$ cat src/sv/bam_pkg.sv
// Package for the bitap approximate matcher: sizes, register indexes and vector helpers.
package bam_pkg;

    localparam int unsigned MAX_PATTERN = 32;
    localparam int unsigned MAX_ERRORS  = 7;
    localparam int unsigned NUM_LEVELS  = MAX_ERRORS + 1;
    localparam int unsigned PAT_WORDS   = MAX_PATTERN / 8;

    localparam int unsigned LEN_W    = 6;
    localparam int unsigned ERR_W    = 3;
    localparam int unsigned POS_W    = $clog2(MAX_PATTERN);
    localparam int unsigned OFFSET_W = 32;
    localparam int unsigned CFG_IDX_W  = 3;
    localparam int unsigned CFG_DATA_W = 64;
    localparam int unsigned S_DATA_W   = 8;
    localparam int unsigned M_DATA_W   = 40;

    typedef logic [MAX_PATTERN-1:0] vec_t;

    typedef enum logic [CFG_IDX_W-1:0] {
        CFG_PATTERN_WORD_0 = 3'd0,
        CFG_PATTERN_WORD_1 = 3'd1,
        CFG_PATTERN_WORD_2 = 3'd2,
        CFG_PATTERN_WORD_3 = 3'd3,
        CFG_PATTERN_LENGTH = 3'd4,
        CFG_MAX_ERRORS     = 3'd5
    } cfg_index_t;

    // Start value of an error level: all ones with the lowest 'level' bits cleared.
    function automatic vec_t reset_vector(input int unsigned level);
        vec_t ones;
        ones = '1;
        return ones << level;
    endfunction

endpackage

$ cat src/sv/bitap_approximate_matcher.sv
// Top level of the bitap approximate matcher: pattern registers, vector chain and output buffer.
//
// Usage: pattern bytes, pattern length and the accepted edit distance are written through the
// cfg_* channel (index 0..3 pattern words, 4 length, 5 error limit) while no text is in flight.
// Text arrives one byte per request on the s_* channel; s_tuser marks the first byte of a
// buffer, which restarts the error vectors and the offset count. Every byte yields exactly
// one result request on the m_* channel: a match flag and the byte's offset in its buffer.
// A byte's result is registered in the main register, or in the skid register while a result waits.
// Throughput is one byte per cycle while s_tready is high, as the error-vector chain is updated
// combinationally (the comparison with all pattern bytes and eight levels of shift-and logic).
// A two-entry output buffer (main register plus skid register) lets the block take one more
// byte while a result waits; s_tready drops only once both entries are full, and rises again
// as soon as the receiver takes a result. Nothing is lost or repeated under stalls.
// Reset (aresetn low, synchronous) empties the output buffer, sets the vectors and offset to
// their start values, clears the pattern, sets the length to one and the error limit to zero.
module bitap_approximate_matcher (
    input  logic                                  aclk,
    input  logic                                  aresetn,
    // configuration write channel
    input  logic                                  cfg_valid,
    output logic                                  cfg_ready,
    input  logic [bam_pkg::CFG_IDX_W-1:0]         cfg_index,
    input  logic [bam_pkg::CFG_DATA_W-1:0]        cfg_data,
    // text input
    input  logic                                  s_tvalid,
    output logic                                  s_tready,
    input  logic [bam_pkg::S_DATA_W-1:0]          s_tdata,   // [7:0] text_byte
    input  logic                                  s_tuser,   // [0] first_of_buffer
    // results
    output logic                                  m_tvalid,
    input  logic                                  m_tready,
    output logic [bam_pkg::M_DATA_W-1:0]          m_tdata    // [0] match_found,
                                                             // [32:1] end_offset, [39:33] zero
);

    logic [bam_pkg::CFG_DATA_W-1:0]  pattern_word_reg [bam_pkg::PAT_WORDS];
    logic [bam_pkg::LEN_W-1:0]       pattern_length_reg;
    logic [bam_pkg::ERR_W-1:0]       max_errors_reg;

    bam_pkg::vec_t                   vec_reg  [bam_pkg::NUM_LEVELS];
    bam_pkg::vec_t                   vec_next [bam_pkg::NUM_LEVELS];
    bam_pkg::vec_t                   vec_base [bam_pkg::NUM_LEVELS];
    logic [bam_pkg::OFFSET_W-1:0]    offset_reg;
    logic [bam_pkg::OFFSET_W-1:0]    offset_cur;

    bam_pkg::vec_t                   mismatch;
    bam_pkg::vec_t                   sel_vec;
    logic [bam_pkg::POS_W-1:0]       hit_pos;
    logic                            hit;

    logic                            main_valid_reg, main_valid_next;
    logic                            skid_valid_reg, skid_valid_next;
    logic                            main_match_reg, main_match_next;
    logic [bam_pkg::OFFSET_W-1:0]    main_offset_reg, main_offset_next;
    logic                            skid_match_reg;
    logic [bam_pkg::OFFSET_W-1:0]    skid_offset_reg;

    logic                            s_accept;
    logic                            m_accept;
    logic                            cfg_accept;
    logic [bam_pkg::S_DATA_W-1:0]    text_byte;

    assign cfg_ready  = 1'b1;
    assign cfg_accept = cfg_valid && cfg_ready;
    assign s_tready   = !skid_valid_reg;
    assign s_accept   = s_tvalid && s_tready;
    assign m_accept   = m_tvalid && m_tready;
    assign text_byte  = s_tdata;

    // Configuration registers.
    always_ff @(posedge aclk) begin
        if (!aresetn) begin
            for (int w = 0; w < bam_pkg::PAT_WORDS; w++) begin
                pattern_word_reg[w] <= '0;
            end
            pattern_length_reg <= bam_pkg::LEN_W'(1);
            max_errors_reg     <= '0;
        end else if (cfg_accept) begin
            unique case (cfg_index) inside
                bam_pkg::CFG_PATTERN_WORD_0,
                bam_pkg::CFG_PATTERN_WORD_1,
                bam_pkg::CFG_PATTERN_WORD_2,
                bam_pkg::CFG_PATTERN_WORD_3: begin
                    pattern_word_reg[cfg_index[$clog2(bam_pkg::PAT_WORDS)-1:0]] <= cfg_data;
                end
                bam_pkg::CFG_PATTERN_LENGTH: begin
                    pattern_length_reg <= cfg_data[bam_pkg::LEN_W-1:0];
                end
                bam_pkg::CFG_MAX_ERRORS: begin
                    max_errors_reg <= cfg_data[bam_pkg::ERR_W-1:0];
                end
                default: begin
                end
            endcase
        end
    end

    // Mismatch mask: a bit is cleared where an in-use pattern byte equals the text byte.
    always_comb begin
        mismatch = '1;
        for (int i = 0; i < bam_pkg::MAX_PATTERN; i++) begin
            if ((bam_pkg::LEN_W'(i) < pattern_length_reg) &&
                (pattern_word_reg[i / 8][(i % 8) * 8 +: 8] == text_byte)) begin
                mismatch[i] = 1'b0;
            end
        end
    end

    // Vector chain. Each level takes the old value of the level below for substitution and
    // insertion, and its freshly updated value for deletion.
    always_comb begin
        for (int j = 0; j < bam_pkg::NUM_LEVELS; j++) begin
            vec_base[j] = s_tuser ? bam_pkg::reset_vector(j) : vec_reg[j];
        end
        vec_next[0] = (vec_base[0] << 1) | mismatch;
        for (int j = 1; j < bam_pkg::NUM_LEVELS; j++) begin
            vec_next[j] = ((vec_base[j] << 1) | mismatch) & (vec_base[j-1] << 1)
                        & vec_base[j-1] & (vec_next[j-1] << 1);
        end
        offset_cur = s_tuser ? '0 : offset_reg;
    end

    // Match decision on the level given by the error limit.
    always_comb begin
        sel_vec = vec_next[max_errors_reg];
        hit_pos = bam_pkg::POS_W'(pattern_length_reg - bam_pkg::LEN_W'(1));
        if (pattern_length_reg == '0 ||
            pattern_length_reg > bam_pkg::LEN_W'(bam_pkg::MAX_PATTERN)) begin
            hit = 1'b0;
        end else if (bam_pkg::LEN_W'(max_errors_reg) >= pattern_length_reg) begin
            hit = 1'b1;
        end else begin
            hit = !sel_vec[hit_pos];
        end
    end

    always_ff @(posedge aclk) begin
        if (!aresetn) begin
            for (int j = 0; j < bam_pkg::NUM_LEVELS; j++) begin
                vec_reg[j] <= bam_pkg::reset_vector(j);
            end
            offset_reg <= '0;
        end else if (s_accept) begin
            vec_reg    <= vec_next;
            offset_reg <= offset_cur + bam_pkg::OFFSET_W'(1);
        end
    end

    // Output buffer: the main register feeds m_*, the skid register catches one extra result.
    always_comb begin
        main_valid_next  = main_valid_reg;
        skid_valid_next  = skid_valid_reg;
        main_match_next  = main_match_reg;
        main_offset_next = main_offset_reg;
        if (skid_valid_reg) begin
            if (m_accept) begin
                main_match_next  = skid_match_reg;
                main_offset_next = skid_offset_reg;
                skid_valid_next  = 1'b0;
            end
        end else if (s_accept) begin
            if (!main_valid_reg || m_accept) begin
                main_valid_next  = 1'b1;
                main_match_next  = hit;
                main_offset_next = offset_cur;
            end else begin
                skid_valid_next = 1'b1;
            end
        end else if (m_accept) begin
            main_valid_next = 1'b0;
        end
    end

    always_ff @(posedge aclk) begin
        if (!aresetn) begin
            main_valid_reg <= 1'b0;
            skid_valid_reg <= 1'b0;
        end else begin
            main_valid_reg <= main_valid_next;
            skid_valid_reg <= skid_valid_next;
        end
    end

    always_ff @(posedge aclk) begin
        main_match_reg  <= main_match_next;
        main_offset_reg <= main_offset_next;
        if (s_accept && !skid_valid_reg && main_valid_reg && !m_accept) begin
            skid_match_reg  <= hit;
            skid_offset_reg <= offset_cur;
        end
    end

    assign m_tvalid = main_valid_reg;
    assign m_tdata  = {{(bam_pkg::M_DATA_W - bam_pkg::OFFSET_W - 1){1'b0}},
                       main_offset_reg, main_match_reg};

    // The skid entry is only ever filled behind a waiting main entry.
    assert property (@(posedge aclk) disable iff (!aresetn)
        skid_valid_reg |-> main_valid_reg)
        else $error("skid entry holds a result while the main entry is empty");

    // A first byte of a buffer leaves the offset count at one.
    assert property (@(posedge aclk) disable iff (!aresetn)
        s_accept && s_tuser |=> offset_reg == bam_pkg::OFFSET_W'(1))
        else $error("offset did not restart at the first byte of a buffer");

    // Level one always has a clear lowest bit, as the substitution and deletion terms shift
    // a zero in.
    assert property (@(posedge aclk) disable iff (!aresetn)
        vec_reg[1][0] == 1'b0)
        else $error("error level one has its lowest bit set");

    // A result request the receiver did not take is still there, unchanged, in the next cycle.
    assert property (@(posedge aclk) disable iff (!aresetn)
        m_tvalid && !m_tready |=> m_tvalid && $stable(m_tdata))
        else $error("stalled result changed or vanished");

endmodule
$ cat config.mk
export PLATFORM = sky130hd
export DESIGN_NAME = bitap_approximate_matcher
export DESIGN_NICKNAME = d
export VERILOG_FILES = /design/src/sv/bam_pkg.sv /design/src/sv/bitap_approximate_matcher.sv
export SDC_FILE = /design/constraint.sdc
export NUM_CORES = 2
export LEC_CHECK = 0
export BUFFER_PORTS_ARGS = -buffer_cell sky130_fd_sc_hd__buf_4
export CAP_MARGIN = 0
export CORE_MARGIN = 1
export CORE_UTILIZATION = 30
export CTS_BUF_LIST = sky130_fd_sc_hd__clkbuf_4 sky130_fd_sc_hd__clkbuf_8
export DETAILED_ROUTE_END_ITERATION = 16
export GPL_ROUTABILITY_DRIVEN = 0
export SLEW_MARGIN = 20
export SYNTH_ARGS = -nofsm -noshare
export SYNTH_HDL_FRONTEND = slang
export SYNTH_SLANG_ARGS = --single-unit
$ cat constraint.sdc
create_clock -name aclk -period 6.8 [get_ports aclk]
set_clock_uncertainty 0.1 [all_clocks]
set_input_delay 0.34 -clock aclk [delete_from_list [all_inputs] [get_ports aclk]]
set_output_delay 0.34 -clock aclk [all_outputs]
set_load 0.1 [all_outputs]
==> metrics.md <==
| Metric | Value |
|---|---|
| Max reg flops | roughly 260 |
| Worst Tran Pin Value | 1.29 ns |
| Critical Path Sink Type | register |
| Layout Utilization | a little over a third |
| Worst min path class | in -> reg |
| Global route overflow | 0 |
| Slowest stage cell, crit path | nand4_1 |
| ANT nets after route | 0 |
| Share of the synthesized area in the top cell type | 29.2% |
| Vias in the first global route | between 20k and 30k |
| FP Rows | roughly 120 |
| PD cells | roughly 250 mW/mm^2 |
| CTS root buf | clkbuf_8 |
| Period Utilization, post-route | about 83% |
| Mapped Cells | between 3k and 4k |
| Minimum clock period | approximately 5.7 ns |
| Buf/Inv on CP | 1 |
| Via count | between 20k and 30k |
| Post-synthesis async set-or-reset flop share | 0% |
| WS Path Type | reg -> reg |
| I/O Buffers | about 120 |
| Count of cell types in the netlist | 117 |
| Largest net degree at the start of global routing | around 120 |
| Final hold viol count | 0 |
| H-tree Lvls | 3 |
| Worst Path Arrival | just over 6 ns |
| Worst endpoint required time | 7.23 ns |
| FF+latch count, synth | approximately 590 |
| Final WL | around 120 mm |
| Static Leak | around 0.014 uW |
| Startpoint types | register |
| CTS clk-pin slew, worst paths | ~0.07 ns |
| Clk sinks | approximately 600 |
| CTS tree | done |
| First-pass GRT wire length | 185 mm |
| Clk_lat worst skew | around 0.76 ns |
| Largest cells by area after synthesis | edfxtp_1 29%, dfxtp_1 16%, and2_1 5.3%, xor2_1 5.0%, nand2_1 4.9% |
| MaxCap Viol Count | 0 |
| Post-synth EDFFs | roughly 320 |
| DR vias/cell | approximately 5.8 |
| Worst-path fanout max | 22 |
| Number of I/O pins | between 100 and 150 |
| Count leader, synth | nand2_1 |
| Crit-path max cell delay | approximately 0.95 ns |
| Core Box Area | 0.109 mm^2 |
| Fmax | 177 MHz |
| Total Nets Final | ~3.7k |
| RSZ-0062 raised after global routing | no |
| Chip height | ~330 um |
| Proportion of layout cells with a drive suffix above 1 | roughly 14% |
| Ys flop type | edfxtp_1 |
| Starting DRT DRC Count | between 3k and 4k |
| Relative slew margins | 13.1% |
| Slew Viols, Final | 0 |
| Die width | 334 um |
| DRC Markers | 0 |
| Wirelength per Cell | roughly 24 um |
| YS warnings | 0 |
| Clock Tree Buf Depth | 3 |
| Initial antenna violation count | 8 |
| Commonest cells post-synth | 431 x nand2_1, 322 x edfxtp_1, 280 x and2_1 |
| Sequential area share after synthesis | 45.6% |
| Initial core utilization | a little under a third |
| Area delta synth->final | 14.6% |
| Final TNS setup | 0 ns |
| Number of setup buffers added after CTS | 0 |
| Tot GR Track Use | 21.8% |
| Largest area contributor in the netlist | edfxtp_1 |
| CP Cell Sequence | a31oi_1, buf_4, nor2_1, nand4_1, o211ai_1, o21ai_0, o2111ai_1, nor3_1, o311ai_1, a31oi_2, o31ai_1 |
| Full die area | around 0.11 mm^2 |
| Max VDD drop | approximately 0.14 mV |
| Mapped Area | 0.0331 mm^2 |
| Router iterations before antenna repair | 9 |
| Avg Cell Area, Syn | 9.49 um^2 |
| Hpwl dp | 85.4 mm |
| Setup violations, final | 0 |
| CTS Buf Count | 104 |
| Top delay family on crit path | compound AO/OA/AOI/OAI gates |
| Status | finished clean |
through the flow:
stage	instance area, um^2	total power [uW]	setup WS, ns	cells	hold WS [ns]
finish	37900	9330	1.13	5095	0.0651
global route	37900	9650	1.00	5093	0.0571
CTS	37800	9340	1.55	5090	0.0157
detailed placement	34900	5760	1.52	4828	0.349
global placement	34900	5750	1.65	4828	0.351
floorplan	33100	5260	1.10	3489	0.331
worst register-to-register path, stage by stage, from the launching register on:
cell and delay, ns:
dfxtp_1 0.90, a31oi_1 0.20, buf_4 0.27, nor2_1 0.83, nand4_1 0.95, o211ai_1 0.81
o21ai_0 0.19, o2111ai_1 0.15, nor3_1 0.09, o311ai_1 0.50, a31oi_2 0.18, o31ai_1 0.30
metal layers:
metal	up-vias	global-route usage [%]	share of wire (%)	routed length, um
met5	-	0	0.030	37
met4	6	10.2	5.1	6330
li1	13097	-	-	-
met3	391	5.79	11	13700
met1	14169	28.4	40	50200
met2	1805	33.4	44	54300
cells in the final DEF (no fill, tap or decap), drive strengths merged, types with 13 or more instances in the layout:
| cell type | instances |
|---|---|
| xor2 | 195 |
| o221ai | 13 |
| and2 | 281 |
| a21oi | 145 |
| inv | 48 |
| mux2 | 25 |
| and3 | 20 |
| a2111oi | 13 |
| nand3 | 105 |
| buf | 176 |
| a211oi | 23 |
| nor4 | 74 |
| nor3 | 91 |
| and4 | 14 |
| nand4 | 76 |
| clkinv | 17 |
| nand4b | 25 |
| xnor2 | 88 |
| o22ai | 20 |
| edfxtp | 322 |
| dlygate4sd3 | 68 |
| clkbuf | 174 |
| or3 | 24 |
| o211a | 22 |
| a211o | 14 |
| o311ai | 25 |
| nor2 | 225 |
| a31oi | 46 |
| a41oi | 34 |
| nand2b | 16 |
| or2 | 25 |
| o31ai | 39 |
| o211ai | 126 |
| nand2 | 431 |
| o2111ai | 14 |
| mux2i | 15 |
| dfxtp | 270 |
| o21ai | 133 |
| or4 | 14 |
| nor2b | 25 |
power breakdown:
| part | switching (uW) | total [uW] | leakage (uW) | internal (uW) |
|---|---|---|---|---|
| Combinational | 1050 | 1530 | 0.00749 | 483 |
| Sequential | 216 | 4230 | 0.00529 | 4020 |
| Clock | 1600 | 3570 | 0.00121 | 1970 |
| Total | 2860 | 9330 | 0.0140 | 6470 |
repair_timing:
item / in CTS / in global routing
hold endpoints to repair: 291 / 0
hold buffers: 68 / 0
resized for setup: 0 / 0
cell type report:
type | count | area [um^2]
Clock buffer | 174 | 2070
Timing Repair Buffer | 244 | 2040
Multi-Input combinational cell | 2600 | 16600
Antenna cell | 4 | 10.0
Tap cell | 1414 | 1770
Fill cell | 11063 | 71100
Clock inverter | 20 | 173
Sequential cell | 592 | 15100
Inverter | 47 | 179
worst paths after layout:
| kind | slack [ns] | cells after the start | startpoint | endpoint |
|---|---|---|---|---|
| worst max-delay path | 1.13 | 11 | pattern_length_reg[4] | main_match_reg |
| worst min register to register | 0.37 | 2 | vec_reg[127] | vec_reg[127] |
| worst min-delay path | 0.07 | 4 | cfg_index[0] | pattern_length_reg[0] |
| worst max register to register | 1.13 | 11 | pattern_length_reg[4] | main_match_reg |
kinds of logic (layout without fill, tap and decap cells):
logic type,Yosys count,in the layout,synth area share (%)
xor gates and xnor gates,283,283,7.61
AOI/OAI and AO/OA,796,796,17.4
other,2,12,0.0227
adders and majority gates,6,6,0.227
and+or+nand+nor,1466,1466,23.0
muxes,41,41,1.38
DFF,592,592,45.6
buffers and inverters,297,485,4.72
Power figures use the tool's default switching activity.
